$ cat src/hdl/bfa_pkg.sv
`default_nettype none
// ----------------------------------------------------------------------------
// bfa_pkg
// Shared types and constants for the first-fit bitmap allocator.
// ----------------------------------------------------------------------------
package bfa_pkg;

  localparam int unsigned FIELD_W    = 14;
  localparam int unsigned WORD_BITS  = 32;
  localparam int unsigned WORD_SHIFT = 5;
  localparam int unsigned BIT_W      = 5;

  localparam logic [FIELD_W-1:0] TOTAL_RESET = 14'd8192;

  typedef enum logic [1:0] {
    ST_OK           = 2'd0,
    ST_FULL         = 2'd1,
    ST_RANGE        = 2'd2,
    ST_ALREADY_FREE = 2'd3
  } status_e;

  typedef enum logic {
    ACT_ALLOC = 1'b0,
    ACT_FREE  = 1'b1
  } action_e;

  typedef enum logic [2:0] {
    S_CLEAR,
    S_IDLE,
    S_FIRST,
    S_SCAN,
    S_DONE
  } state_e;

  // controller to datapath
  typedef struct packed {
    logic clr_step;
    logic accept;
    logic step;
    logic eval;
    logic emit;
  } bfa_cmd_t;

  // datapath to controller
  typedef struct packed {
    logic clr_last;
    logic early;
    logic resolved;
    logic out_free;
  } bfa_sts_t;

endpackage
`default_nettype wire

$ cat src/hdl/bfa_ctrl.sv
`default_nettype none
// ----------------------------------------------------------------------------
// bfa_ctrl
// Sequencer: clearing pass, request intake, word scan and result hand-off.
// ----------------------------------------------------------------------------
module bfa_ctrl import bfa_pkg::*; (
  input  wire logic     clk_i,
  input  wire logic     rst_ni,
  input  wire logic     in_valid_i,
  output logic          in_ready_o,
  input  wire bfa_sts_t sts_i,
  output bfa_cmd_t      cmd_o
);

  state_e state_q, state_d;

  always_ff @(posedge clk_i or negedge rst_ni) begin
    if (!rst_ni) begin
      state_q <= S_CLEAR;
    end else begin
      state_q <= state_d;
    end
  end

  always_comb begin
    state_d = state_q;
    case (state_q)
      S_CLEAR: begin
        if (sts_i.clr_last) state_d = S_IDLE;
      end
      S_IDLE: begin
        if (in_valid_i) state_d = sts_i.early ? S_DONE : S_FIRST;
      end
      S_FIRST: begin
        state_d = S_SCAN;
      end
      S_SCAN: begin
        if (sts_i.resolved) state_d = S_DONE;
      end
      S_DONE: begin
        if (sts_i.out_free) state_d = S_IDLE;
      end
      default: begin
        state_d = S_IDLE;
      end
    endcase
  end

  always_comb begin
    cmd_o      = '0;
    in_ready_o = 1'b0;
    case (state_q)
      S_CLEAR: begin
        cmd_o.clr_step = 1'b1;
      end
      S_IDLE: begin
        in_ready_o   = 1'b1;
        cmd_o.accept = in_valid_i;
      end
      S_FIRST: begin
        cmd_o.step = 1'b1;
      end
      S_SCAN: begin
        cmd_o.step = 1'b1;
        cmd_o.eval = 1'b1;
      end
      S_DONE: begin
        cmd_o.emit = sts_i.out_free;
      end
      default: begin
        cmd_o = '0;
      end
    endcase
  end

endmodule
`default_nettype wire

$ cat config.mk
export PLATFORM = sky130hd
export DESIGN_NAME = bfa_ctrl
export DESIGN_NICKNAME = d
export VERILOG_FILES = /design/src/hdl/bfa_pkg.sv /design/src/hdl/bfa_ctrl.sv
export SDC_FILE = /design/constraint.sdc
export NUM_CORES = 1
export LEC_CHECK = 0
export BUFFER_PORTS_ARGS = -buffer_cell sky130_fd_sc_hd__buf_4
export CORE_AREA = 2 2 39 41
export CTS_CLUSTER_SIZE = 8
export DETAILED_ROUTE_END_ITERATION = 8
export DIE_AREA = 0 0 41 43
export PLACE_DENSITY = 0.36
export SLEW_MARGIN = 20
export SYNTH_ARGS = -nofsm -noshare
export SYNTH_HDL_FRONTEND = slang
export SYNTH_SLANG_ARGS = --single-unit
$ cat constraint.sdc
create_clock -name clk_i -period 1.5 [get_ports clk_i]
set_input_delay 0.15 -clock clk_i [delete_from_list [all_inputs] [get_ports clk_i]]
set_output_delay 0.15 -clock clk_i [all_outputs]
set_load 0.1 [all_outputs]
# Word-level counts from Yosys, hierarchy flattened
# Cells that the tools add are included.
# W data, S select, Z words.
# op_classes
muxes,12
eq_ne,8
n_reduce_logical,3
# op_table
op,count
$mux W3,5
$pmux W3 S5,1
$ne A2 B2 Y1 const B,4
$eq A3 B2 Y1 const B,2
$mux W1,6
$reduce_and A4 Y1,1
$eq A3 B1 Y1 const B,1
$eq A3 B3 Y1 const B,1
$logic_not A3 Y1,1
$reduce_or A2 Y1,1
# totals
input_bits,7
output_inout_bits,6
wordCells,24
regBits,3

# Depth between registers and ports, before layout
# Gate-level depths: netlist of run 1.
# depth
depth_word,3
mapped_depth,3
ltp_nobuf,2

# Least setup slack after synthesis of run 1
# OpenSTA, ideal clock, no wires.
# synth_path
kind,register -> output
from,reg state_q[2]
to,out cmd_o[3] (netlist bit)
setup_slack_ps,-1491
stages_incl_launch_ff,3
arrival_time_ps,2841
n_path_buf,0
cell_sequence,dfrtp_1 > nand2b_1 > nor3b_1
# synth_lines
element,line_no,rtl
start: declaration,bfa_ctrl.sv:15,"state_e state_q, state_d;"
start signal: assignment,bfa_ctrl.sv:21,state_q <= state_d;
end: declaration,bfa_ctrl.sv:12,output bfa_cmd_t cmd_o

==> insert_results.sql, run 1 <==
INSERT INTO impl_metrics (metric_group, metric, value, unit) VALUES
('synth', 'yosys.area.top_type', 'dfrtp_1', ''),
('route', 'routed-via-count', '224', ''),
('route', 'firstDrtPassIters', '2', ''),
('final_layout', 'biggestRegsByFlops', 'state_q: 3 flops', ''),
('timing', 'slew_headroom', '81.6', '%'),
('grt', 'antenna_found_initial', '0', ''),
('final_layout', 'final-seq-area', '77.6', 'um2'),
('worst_setup_path', 'crit_path_end', 'cmd_o[3]', ''),
('final_layout', 'area.growth.synth_to_final', '101', '%'),
('route', 'dr_wl_met2', '293', 'um'),
('synth', 'postSynthRegisterBits', '3', ''),
('worst_setup_path', 'worst_r2r_path_depth', '2', ''),
('route', 'antenna_violating_nets_post_route', '0', ''),
('clock_tree', 'clock_tree.htree_level_count', '1', ''),
('timing', 'finalSetupViolCount', '0', ''),
('die', 'floorplan.rows', '14', ''),
('timing', 'whs', '0.209', 'ns'),
('grt', 'gr-total-overflow', '0', ''),
('clock_tree', 'cts_sinks', '3', ''),
('timing', 'period_minus_slack', '1.43', 'ns'),
('worst_setup_path', 'worst-endpoint-arrival', '1.28', 'ns'),
('route', 'route.detailed.vias_per_inst', '4.07', ''),
('grt', 'vias_in_the_first_global_route', '240', ''),
('worst_setup_path', 'cp-end-kind', 'output pin', ''),
('synth', 'synthTopCellsByCount', '3 x dfrtp_1, 3 x nor2_1, 2 x mux2i_1', ''),
('final_layout', 'fillerInstances', '158', ''),
('synth', 'share_of_flip_flops_with_an_asynchronous_set_or_reset_after_synthesis', '100', '%'),
('clock_tree', 'cts_max_path_buffers', '2', ''),
('die', 'die_width', '41', 'um'),
('die', 'die_area', '0.00176', 'mm2'),
('synth', 'synth_top_cell_area_share', '36.1', '%'),
('route', 'met3_length', '20', 'um'),
('die', 'floorplan.initialDensity', '15.0', '%'),
('worst_setup_path', 'critPathMaxStageDelay', '0.37', 'ns'),
('job', 'drv.max_cap_violation_count', '0', ''),
('timing', 'max_clock_freq', '0.699', 'GHz'),
('final_layout', 'mostFrequentLayoutCell', 'buf_4', ''),
('die', 'ioPinCount', '13', ''),
('die', 'floorplan.die.height', '43', 'um'),
('clock_tree', 'cts_tree', 'built', ''),
('route', 'drtIter0Drc', '3', ''),
('worst_setup_path', 'critPathBufInv', '1', ''),
('final_layout', 'insertedDiodeCount', '0', ''),
('final_layout', 'multiInputGateArea', '159', 'um2'),
('synth', 'synth-edff-count', '0', ''),
('worst_setup_path', 'timing.critical_path.required', '1.35', 'ns'),
('clock_tree', 'worst_skew_pair.late_latency', '0.23', 'ns'),
('grt', 'grt.total_usage', '8.27', '%'),
('final_layout', 'final_layout_size_suffix_gt1_share', '69.2', '%'),
('timing', 'setup_tns_final', '0', 'ns'),
('synth', 'seq_area_frac_synth', '36.1', '%'),
('worst_setup_path', 'crit_type', 'reg -> out', ''),
('final_layout', 'layout_common_cells', '10 x buf_4, 3 x clkbuf_4, 3 x buf_6', ''),
('outcome', 'outcome', 'complete, no violations', ''),
('synth', 'syn_inst', '21', ''),
('hold_path', 'worst_hold_startpoint', 'sts_i[0]', ''),
('final_layout', 'final_nets', '47', ''),
('clock_tree', 'path_clk_slew', '0.04', 'ns'),
('worst_setup_path', 'worst-path-stages', '3', ''),
('timing', 'number_of_pins_exceeding_their_max_slew_limit_in_the_final_report', '0', ''),
('synth', 'synth.top_cells.by_area', 'dfrtp_1 36%, mux2i_1 9.6%, buf_6 5.4%', ''),
('worst_setup_path', 'critical_register_to_register_path_startpoint', 'state_q[1]', ''),
('synth', 'dominantRegCellSynth', 'dfrtp_1', ''),
('timing', 'hold_violations', '0', ''),
('worst_setup_path', 'critPathLaunch', 'state_q[2]', ''),
('place', 'dp.final_hpwl', '464', 'um'),
('route', 'route.final.wire_length', '558', 'um'),
('route', 'detail_route.wl_per_cell', '10.1', 'um'),
('worst_setup_path', 'cp_max_fo', '4', ''),
('grt', 'grt_max_degree', '8', ''),
('route', 'highest_layer', 'met3', '');
## routing by layer
| layer | track usage (%) | vias up |
|---|---|---|
| li1 | - | 113 |
| met1 | 9.77 | 105 |
| met2 | 12.5 | 6 |
| met3 | 3.14 | 0 |
| met4 | 4.00 | 0 |
| met5 | 0 | - |
## cell type report
| type | instances | area share [%] |
|---|---|---|
| clock buffer | 4 | 6.31 |
| sequential | 3 | 18.6 |
| tap | 16 | 4.80 |
| multi-input combinational | 17 | 38.1 |
| timing repair buffer | 15 | 32.1 |
## worst min-delay path by stage
stage | to | cells after the start
6_report | state_q[2] | 3
2_1_floorplan | state_q[0] | 0
3_5_place_dp | state_q[0] | 1
3_3_place_gp | state_q[0] | 1
5_1_grt | state_q[1] | 3
4_1_cts | state_q[2] | 3
## worst register-to-register path, cell delays in order, from the launching register on
cell	delay, ns
dfrtp_2	0.46
or4b_1	0.53
o31ai_1	0.08
## cells by family (layout without fill, tap and decap cells)
| group | Yosys count | after routing | share of synthesized area (%) |
|---|---|---|---|
| compound gates | 4 | 4 | 15.1 |
| mux | 2 | 2 | 9.64 |
| buf+inv | 1 | 19 | 5.42 |
| flops | 3 | 3 | 36.1 |
| simple gates | 11 | 11 | 33.7 |
## metrics by stage
stage / setup WS (ns) / util (%) / std cells / instance area, um2
floorplan: -0.244 / - / 21 / 243
global placement: 0.121 / 25.8 / 50 / 357
detailed placement: 0.128 / 25.8 / 50 / 357
CTS: 0.0118 / 29.1 / 55 / 403
global route: 0.000279 / 30.1 / 55 / 417
finish: 0.0691 / 30.1 / 55 / 417
## timing repair
item / in CTS / in global routing
gates resized for setup: 4 / 4
hold buffers: 1 / 0
pin swaps: 0 / 0
gates cloned: 0 / 0
endpoints found under the setup margin: 5 / 4
endpoints found under the hold margin: 3 / 0
Power of run 1 is left out: the tool's default activity adds up to more than one toggle a clock period on the data nets, which glitch-free logic cannot reach.
==> inputs of run 2 (changes only) <==
--- a/config.mk
+++ b/config.mk
@@ -11,5 +11,5 @@
 export DETAILED_ROUTE_END_ITERATION = 8
 export DIE_AREA = 0 0 41 43
-export PLACE_DENSITY = 0.36
+export PLACE_DENSITY = 0.37
 export SLEW_MARGIN = 20
 export SYNTH_ARGS = -nofsm -noshare
==> constraint.sdc (replaced) <==
create_clock -name clk_i -period 1.3 [get_ports clk_i]
set_input_delay 0.13 -clock clk_i [delete_from_list [all_inputs] [get_ports clk_i]]
set_output_delay 0.13 -clock clk_i [all_outputs]
set_load 0.05 [all_outputs]
==> run 2 against run 1 <==
  * Final cell count rose by 1.8%
  * Setup slack got worse by 0.069 ns
  * Wire length rose by 4.5%
  * Die area did not move
  * Critical path depth rose by 1
  * Worst hold slack got worse by 0.012 ns
  * Non-clock buffer count rose by 1
  * First-iteration DRC count fell by 67%
  * Sequential share of layout area fell by 0.60 points
  * Critical path type unchanged
==> insert_results.sql, run 2 (synthesis gave the netlist of run 1 again) <==
INSERT INTO impl_metrics (metric_group, metric, value, unit) VALUES
('timing', 'slew_headroom', '84.6', '%'),
('route', 'route.final.wire_length', '583', 'um'),
('die', 'die_width', '41', 'um'),
('worst_setup_path', 'crit_type', 'reg -> out', ''),
('grt', 'gr-total-overflow', '0', ''),
('grt', 'grt_max_degree', '8', ''),
('power_and_ir_drop', 'clock_power_share', '12.1', '%'),
('grt', 'antenna_found_initial', '0', ''),
('outcome', 'outcome', 'complete, no violations', ''),
('clock_tree', 'cts_made_buffers', '3', ''),
('worst_setup_path', 'worst-endpoint-arrival', '1.17', 'ns'),
('timing', 'period_minus_slack', '1.30', 'ns'),
('die', 'ioPinCount', '13', ''),
('clock_tree', 'path_clk_slew', '0.04', 'ns'),
('clock_tree', 'cts_max_path_buffers', '2', ''),
('power_and_ir_drop', 'power-per-cell-area', '3110', 'mW/mm2'),
('final_layout', 'area.growth.synth_to_final', '107', '%'),
('power_and_ir_drop', 'seqPwrFrac', '17.1', '%'),
('hold_path', 'hold_end', 'state_q[1]', ''),
('worst_setup_path', 'critical-path-slowest-cell', 'dfrtp_1', ''),
('final_layout', 'number_of_flip_flops_in_the_largest_register', '3', ''),
('power_and_ir_drop', 'switching_power', '0.000659', 'W'),
('hold_path', 'min_delay_path_depth', '3', ''),
('timing', 'setup_tns_final', '0', 'ns'),
('worst_setup_path', 'critical_register_to_register_path_startpoint', 'state_q[0]', ''),
('final_layout', 'final-seq-area', '77.6', 'um2'),
('worst_setup_path', 'timing.critical_path.required', '1.17', 'ns'),
('worst_setup_path', 'cp_max_fo', '4', ''),
('worst_setup_path', 'critPathBufInv', '2', ''),
('timing', 'grt_setup_unrepaired', 'true', ''),
('die', 'design.core.area', '0.00138', 'mm2'),
('worst_setup_path', 'setup.worst_path.start_class', 'flop', ''),
('timing', 'finalSetupViolCount', '0', ''),
('job', 'drv.max_cap_violation_count', '0', ''),
('die', 'die_area', '0.00176', 'mm2'),
('final_layout', 'multiInputGateArea', '158', 'um2'),
('power_and_ir_drop', 'switching_share', '49.3', '%'),
('route', 'antenna_violating_nets_post_route', '0', ''),
('power_and_ir_drop', 'comb_power_share', '70.8', '%'),
('final_layout', 'mostFrequentLayoutCell', 'buf_4', ''),
('final_layout', 'final_nets', '48', ''),
('power_and_ir_drop', 'power.total', '0.00134', 'W'),
('power_and_ir_drop', 'internal-power', '0.000678', 'W'),
('route', 'route.detailed.vias_per_inst', '4.16', ''),
('worst_setup_path', 'worst_path_dominant_cell_family', 'flip-flops', ''),
('power_and_ir_drop', 'peakVddDrop', '0.00116', 'V'),
('timing', 'max_clock_freq', '0.770', 'GHz'),
('worst_setup_path', 'rr_endpoint', 'state_q[2]', ''),
('clock_tree', 'worst_skew_pair.late_latency', '0.23', 'ns'),
('final_layout', 'insertedDiodeCount', '0', ''),
('route', 'detail_route.wl_per_cell', '10.4', 'um'),
('worst_setup_path', 'path_cells', 'buf_4 > nor2b_4 > and2_4 > buf_8', ''),
('route', 'firstDrtPassIters', '2', ''),
('clock_tree', 'cts_tree', 'built', ''),
('die', 'floorplan.initialDensity', '15.0', '%'),
('final_layout', 'biggestRegsByFlops', 'state_q: 3 flops', ''),
('grt', 'vias_in_the_first_global_route', '269', ''),
('hold_path', 'worst_hold_startpoint', 'sts_i[2]', ''),
('clock_tree', 'clock_tree.htree_level_count', '1', ''),
('timing', 'worst-slew-pin-transition', '0.225', 'ns'),
('power_and_ir_drop', 'leakagePower', '0.196', 'nW'),
('hold_path', 'hold_class', 'in -> reg', ''),
('final_layout', 'final_layout_size_suffix_gt1_share', '67.5', '%'),
('timing', 'final.setup_skew', '0.00137', 'ns'),
('final_layout', 'layout_common_cells', '9 x buf_4, 5 x buf_6, 3 x clkbuf_4', ''),
('worst_setup_path', 'cp-end-kind', 'output pin', ''),
('die', 'floorplan.rows', '14', ''),
('final_layout', 'register_name_with_the_most_flops', 'state_q', ''),
('grt', 'grt.total_usage', '9.67', '%'),
('clock_tree', 'cts_sinks', '3', ''),
('timing', 'hold_violations', '0', ''),
('timing', 'fin_crit_share', '100', '%'),
('route', 'detail_route.drc_violations', '0', ''),
('final_layout', 'fillerInstances', '167', ''),
('worst_setup_path', 'worst_r2r_path_depth', '2', ''),
('place', 'port-buffer-count', '12', ''),
('timing', 'number_of_pins_exceeding_their_max_slew_limit_in_the_final_report', '0', ''),
('worst_setup_path', 'critPathMaxStageDelay', '0.39', 'ns'),
('route', 'routed-via-count', '233', ''),
('route', 'drtIter0Drc', '1', ''),
('place', 'dp.final_hpwl', '433', 'um'),
('die', 'floorplan.die.height', '43', 'um'),
('place', 'place.gp.congestion', '0.702', ''),
('clock_tree', 'clock_tree.root_cell', 'clkbuf_4', ''),
('grt', 'global_route_wire_length_before_repair', '1090', 'um'),
('worst_setup_path', 'ff_to_ff_setup_slack', '0.13', 'ns');
run 2: metal layers:
metal | vias up | track usage [%] | wire (um)
li1 | 116 | - | -
met4 | 0 | 8.00 | 0
met3 | 0 | 3.14 | 30
met1 | 109 | 9.42 | 221
met2 | 8 | 15.3 | 331
met5 | - | 0 | 0
run 2: worst min-delay path, delay by kind of cell:
| kind | cells | cell delay, ns |
|---|---|---|
| compound gates | 1 | 0.06 |
| simple gates | 1 | 0.11 |
| buf+inv | 1 | 0.08 |
run 2: power groups by stage:
| stage | logic [W] | registers (W) | clock network (W) |
|---|---|---|---|
| after CTS | 0.000909 | 0.000219 | 0.000168 |
| after global routing | 0.00101 | 0.000240 | 0.000170 |
| final | 0.000947 | 0.000229 | 0.000161 |
| after floorplan | 0.000580 | 0.000188 | 0 |
| after detailed placement | 0.000779 | 0.000202 | 0 |
| after global placement | 0.000782 | 0.000204 | 0 |
run 2: area by class of cell:
cell class | instances | share of cell area, %
multi-input combinational | 17 | 36.6
sequential | 3 | 18.0
clock buffer | 4 | 6.10
tap | 16 | 4.65
timing repair buffer | 16 | 34.6
run 2: through the flow:
stage	utilization, %	hold slack (ns)	area (um2)	instances	worst slack (ns)
after floorplan	-	-0.166	221	21	-0.165
after global placement	24.2	-0.0797	335	50	0.149
after detailed placement	24.2	-0.0811	335	50	0.164
after CTS	30.2	0.189	418	56	-0.0114
after global routing	31.1	0.203	430	56	-0.0496
final	31.1	0.197	430	56	0.000482
run 2: worst max path at each step:
stage | from | end | slack, ns | cells past startpoint
2_1_floorplan | state_q[1] | cmd_o[1] | -0.17 | 3
3_3_place_gp | state_q[1] | state_q[0] | 0.15 | 3
3_5_place_dp | state_q[0] | cmd_o[3] | 0.16 | 3
4_1_cts | state_q[2] | cmd_o[1] | -0.01 | 4
5_1_grt | state_q[2] | cmd_o[3] | -0.05 | 3
6_report | state_q[2] | cmd_o[1] | 0.0005 | 4
run 2: timing repair:
action,in CTS,in global routing
resized for setup,11,3
setup buffers,1,0
setup endpoints to repair,5,4
hold endpoints to repair,3,0
pin swaps,0,0
hold buffers,1,0
(Power assumes the default switching activity.)
==> inputs of run 3 (changes only) <==
--- a/config.mk
+++ b/config.mk
@@ -12,5 +12,5 @@
 export DIE_AREA = 0 0 41 43
 export PLACE_DENSITY = 0.37
-export SLEW_MARGIN = 20
+export SLEW_MARGIN = 0
 export SYNTH_ARGS = -nofsm -noshare
 export SYNTH_HDL_FRONTEND = slang
==> constraint.sdc (replaced) <==
create_clock -name clk_i -period 1.3 [get_ports clk_i]
set_input_delay 0.065 -clock clk_i [delete_from_list [all_inputs] [get_ports clk_i]]
set_output_delay 0.065 -clock clk_i [all_outputs]
set_load 0.1 [all_outputs]
==> run 3 against run 2 <==
  * The flow now finishes with violations (setup timing)
  * Non-clock buffer count is 4 higher
  * Largest cell class is now buffers
  * Critical path type unchanged
  * Die area stayed put
  * Clock skew is 0.0016 ns higher
  * Flip-flop and latch count stayed put
  * Sequential share of layout area is 3.1 points lower
  * Worst hold slack worse by 0.072 ns
  * Clock-buffer cell count stayed put
  * Register-to-register slack better by 0.02 ns
  * Critical path depth stayed put
==> insert_results.sql, run 3 (synthesis gave the netlist of run 1 again) <==
INSERT INTO impl_metrics (metric_group, metric, value, unit) VALUES
('outcome', 'outcome', 'complete, but fails checks', ''),
('outcome', 'violated_checks', 'setup timing', ''),
('final_layout', 'mostFrequentLayoutCell', 'buf_4', ''),
('route', 'route.final.wire_length', '560', 'um'),
('die', 'floorplan.die.height', '43', 'um'),
('timing', 'number_of_pins_exceeding_their_max_slew_limit_in_the_final_report', '0', ''),
('final_layout', 'register_name_with_the_most_flops', 'state_q', ''),
('grt', 'antenna_found_initial', '0', ''),
('final_layout', 'number_of_flip_flops_in_the_largest_register', '3', ''),
('worst_setup_path', 'crit_path_end', 'cmd_o[4]', ''),
('timing', 'period_minus_slack', '1.33', 'ns'),
('final_layout', 'final_layout_size_suffix_gt1_share', '75.0', '%'),
('job', 'drv.max_cap_violation_count', '0', ''),
('worst_setup_path', 'critPathLaunch', 'state_q[2]', ''),
('grt', 'vias_in_the_first_global_route', '251', ''),
('route', 'firstDrtPassIters', '1', ''),
('place', 'post-place-ws', '0.101', 'ns'),
('timing', 'worst-slew-pin-transition', '0.189', 'ns'),
('worst_setup_path', 'cpMostUsedCell', 'buf_12', ''),
('clock_tree', 'cts_tree', 'built', ''),
('clock_tree', 'cts_made_buffers', '3', ''),
('route', 'drtIter0Drc', '0', ''),
('timing', 'slew_headroom', '87.1', '%'),
('timing', 'postLayoutSetupSlackWorst', '-0.0286', 'ns'),
('final_layout', 'area.growth.synth_to_final', '155', '%'),
('die', 'die_width', '41', 'um'),
('grt', 'grt.total_usage', '8.36', '%'),
('clock_tree', 'cts_sinks', '3', ''),
('die', 'floorplan.rows', '14', ''),
('timing', 'hold_violations', '0', ''),
('die', 'ioPinCount', '13', ''),
('clock_tree', 'clock_tree.root_cell', 'clkbuf_4', ''),
('grt', 'gr-total-overflow', '0', ''),
('worst_setup_path', 'cp_max_fo', '5', ''),
('worst_setup_path', 'setup.worst_path.start_class', 'flop', ''),
('die', 'design.core.area', '0.00138', 'mm2'),
('route', 'routed-via-count', '251', ''),
('worst_setup_path', 'worst-path-stages', '4', ''),
('final_layout', 'layout_common_cells', '10 x buf_4, 6 x buf_12, 3 x clkbuf_4, 3 x buf_6, 3 x dfrtp_2', ''),
('die', 'floorplan.initialDensity', '15.0', '%'),
('clock_tree', 'worst_skew_pair.late_latency', '0.23', 'ns'),
('worst_setup_path', 'cp-end-kind', 'output pin', ''),
('worst_setup_path', 'rr_endpoint', 'state_q[2]', ''),
('worst_setup_path', 'worst_r2r_path_depth', '2', ''),
('hold_path', 'hold_class', 'in -> reg', ''),
('worst_setup_path', 'worst_path_dominant_cell_family', 'buffers and inverters', ''),
('worst_setup_path', 'critPathMaxStageDelay', '0.44', 'ns'),
('route', 'antenna_violating_nets_post_route', '0', ''),
('worst_setup_path', 'ff_to_ff_setup_slack', '0.15', 'ns'),
('timing', 'final.setup_skew', '0.00300', 'ns'),
('final_layout', 'final_nets', '52', ''),
('place', 'place.gp.congestion', '0.724', ''),
('timing', 'grt_setup_unrepaired', 'true', ''),
('timing', 'max_clock_freq', '0.753', 'GHz'),
('timing', 'finalSetupViolCount', '3', ''),
('route', 'detail_route.drc_violations', '0', ''),
('worst_setup_path', 'critical_register_to_register_path_startpoint', 'state_q[1]', ''),
('final_layout', 'biggestRegsByFlops', 'state_q: 3 flops', ''),
('route', 'detail_route.wl_per_cell', '9.33', 'um'),
('worst_setup_path', 'path_cells', 'buf_12 > buf_12 > nor3_4 > buf_12', ''),
('grt', 'global_route_wire_length_before_repair', '993', 'um'),
('place', 'port-buffer-count', '12', ''),
('worst_setup_path', 'worst-endpoint-arrival', '1.26', 'ns'),
('clock_tree', 'cts_max_path_buffers', '2', ''),
('die', 'die_area', '0.00176', 'mm2'),
('route', 'route.detailed.vias_per_inst', '4.18', ''),
('clock_tree', 'clock_tree.htree_level_count', '1', ''),
('place', 'dp.final_hpwl', '413', 'um'),
('grt', 'grt_max_degree', '7', ''),
('worst_setup_path', 'timing.critical_path.required', '1.24', 'ns'),
('worst_setup_path', 'critical-path-slowest-cell', 'dfrtp_2', ''),
('clock_tree', 'path_clk_slew', '0.04', 'ns'),
('timing', 'fin_crit_share', '102', '%'),
('final_layout', 'insertedDiodeCount', '0', ''),
('worst_setup_path', 'crit_type', 'reg -> out', ''),
('worst_setup_path', 'critPathBufInv', '3', '');
## run 3: cell types whose count changed in the layout (fill, tap and decap cells not counted)
cell / change
buf_4: +1
buf_12: +6
and3_2: +1
dfrtp_2: +1
and3_1: -1
buf_6: -2
nor3_4: +1
dfrtp_1: -1
buf_8: -1
nor3_2: -1
## run 3: cell type report
type                    instances  area [um2]
fillers                       139         855
repair buffers                 20         239
multi-input cells              17         165
flip-flops and latches          3        78.8
clock buffers                   4        26.3
well taps                      16        20.0
## run 3: per-stage QoR
stage                     setup TNS [ns]  utilization, %  hold slack, ns  cell area, um2  cells
after global routing              -0.252            38.2           0.132             529     60
after detailed placement               0            26.5          -0.145             367     50
after CTS                         -0.100            35.1           0.123             485     58
after global placement                 0            26.5          -0.147             367     50
final                            -0.0581            38.2           0.125             529     60
after floorplan                   -0.677               -          -0.231             253     21
## run 3: worst min path at each step
| stage | cells past startpoint | to | slack [ns] | from |
|---|---|---|---|---|
| floorplan | 0 | state_q[0] | -0.23 | rst_ni |
| global placement | 1 | state_q[1] | -0.15 | rst_ni |
| detailed placement | 1 | state_q[0] | -0.15 | rst_ni |
| CTS | 3 | state_q[2] | 0.12 | sts_i[0] |
| global route | 3 | state_q[1] | 0.13 | sts_i[1] |
| finish | 3 | state_q[2] | 0.13 | sts_i[0] |
## run 3: routing by layer
metal / track usage, % / routed length [um]
met3: 1.57 / 27
met1: 10.7 / 233
met4: 6.00 / 17
met5: 0 / 0
met2: 11.9 / 281
## run 3: what timing repair did
action / 4_1_cts / 5_1_grt
resized for setup: 13 / 4
pin swaps: 2 / 1
hold buffers: 1 / 0
setup endpoints to repair: 5 / 4
hold endpoints to repair: 3 / 0
setup buffers: 3 / 2
## run 3: worst reg2reg max path: cells and delay by family (launching register included)
kind               cells  cell delay, ns
and+or+nand+nor        1            0.53
AOI/OAI and AO/OA      1            0.09
DFF                    1            0.43
Power of run 3 is left out for the same reason.
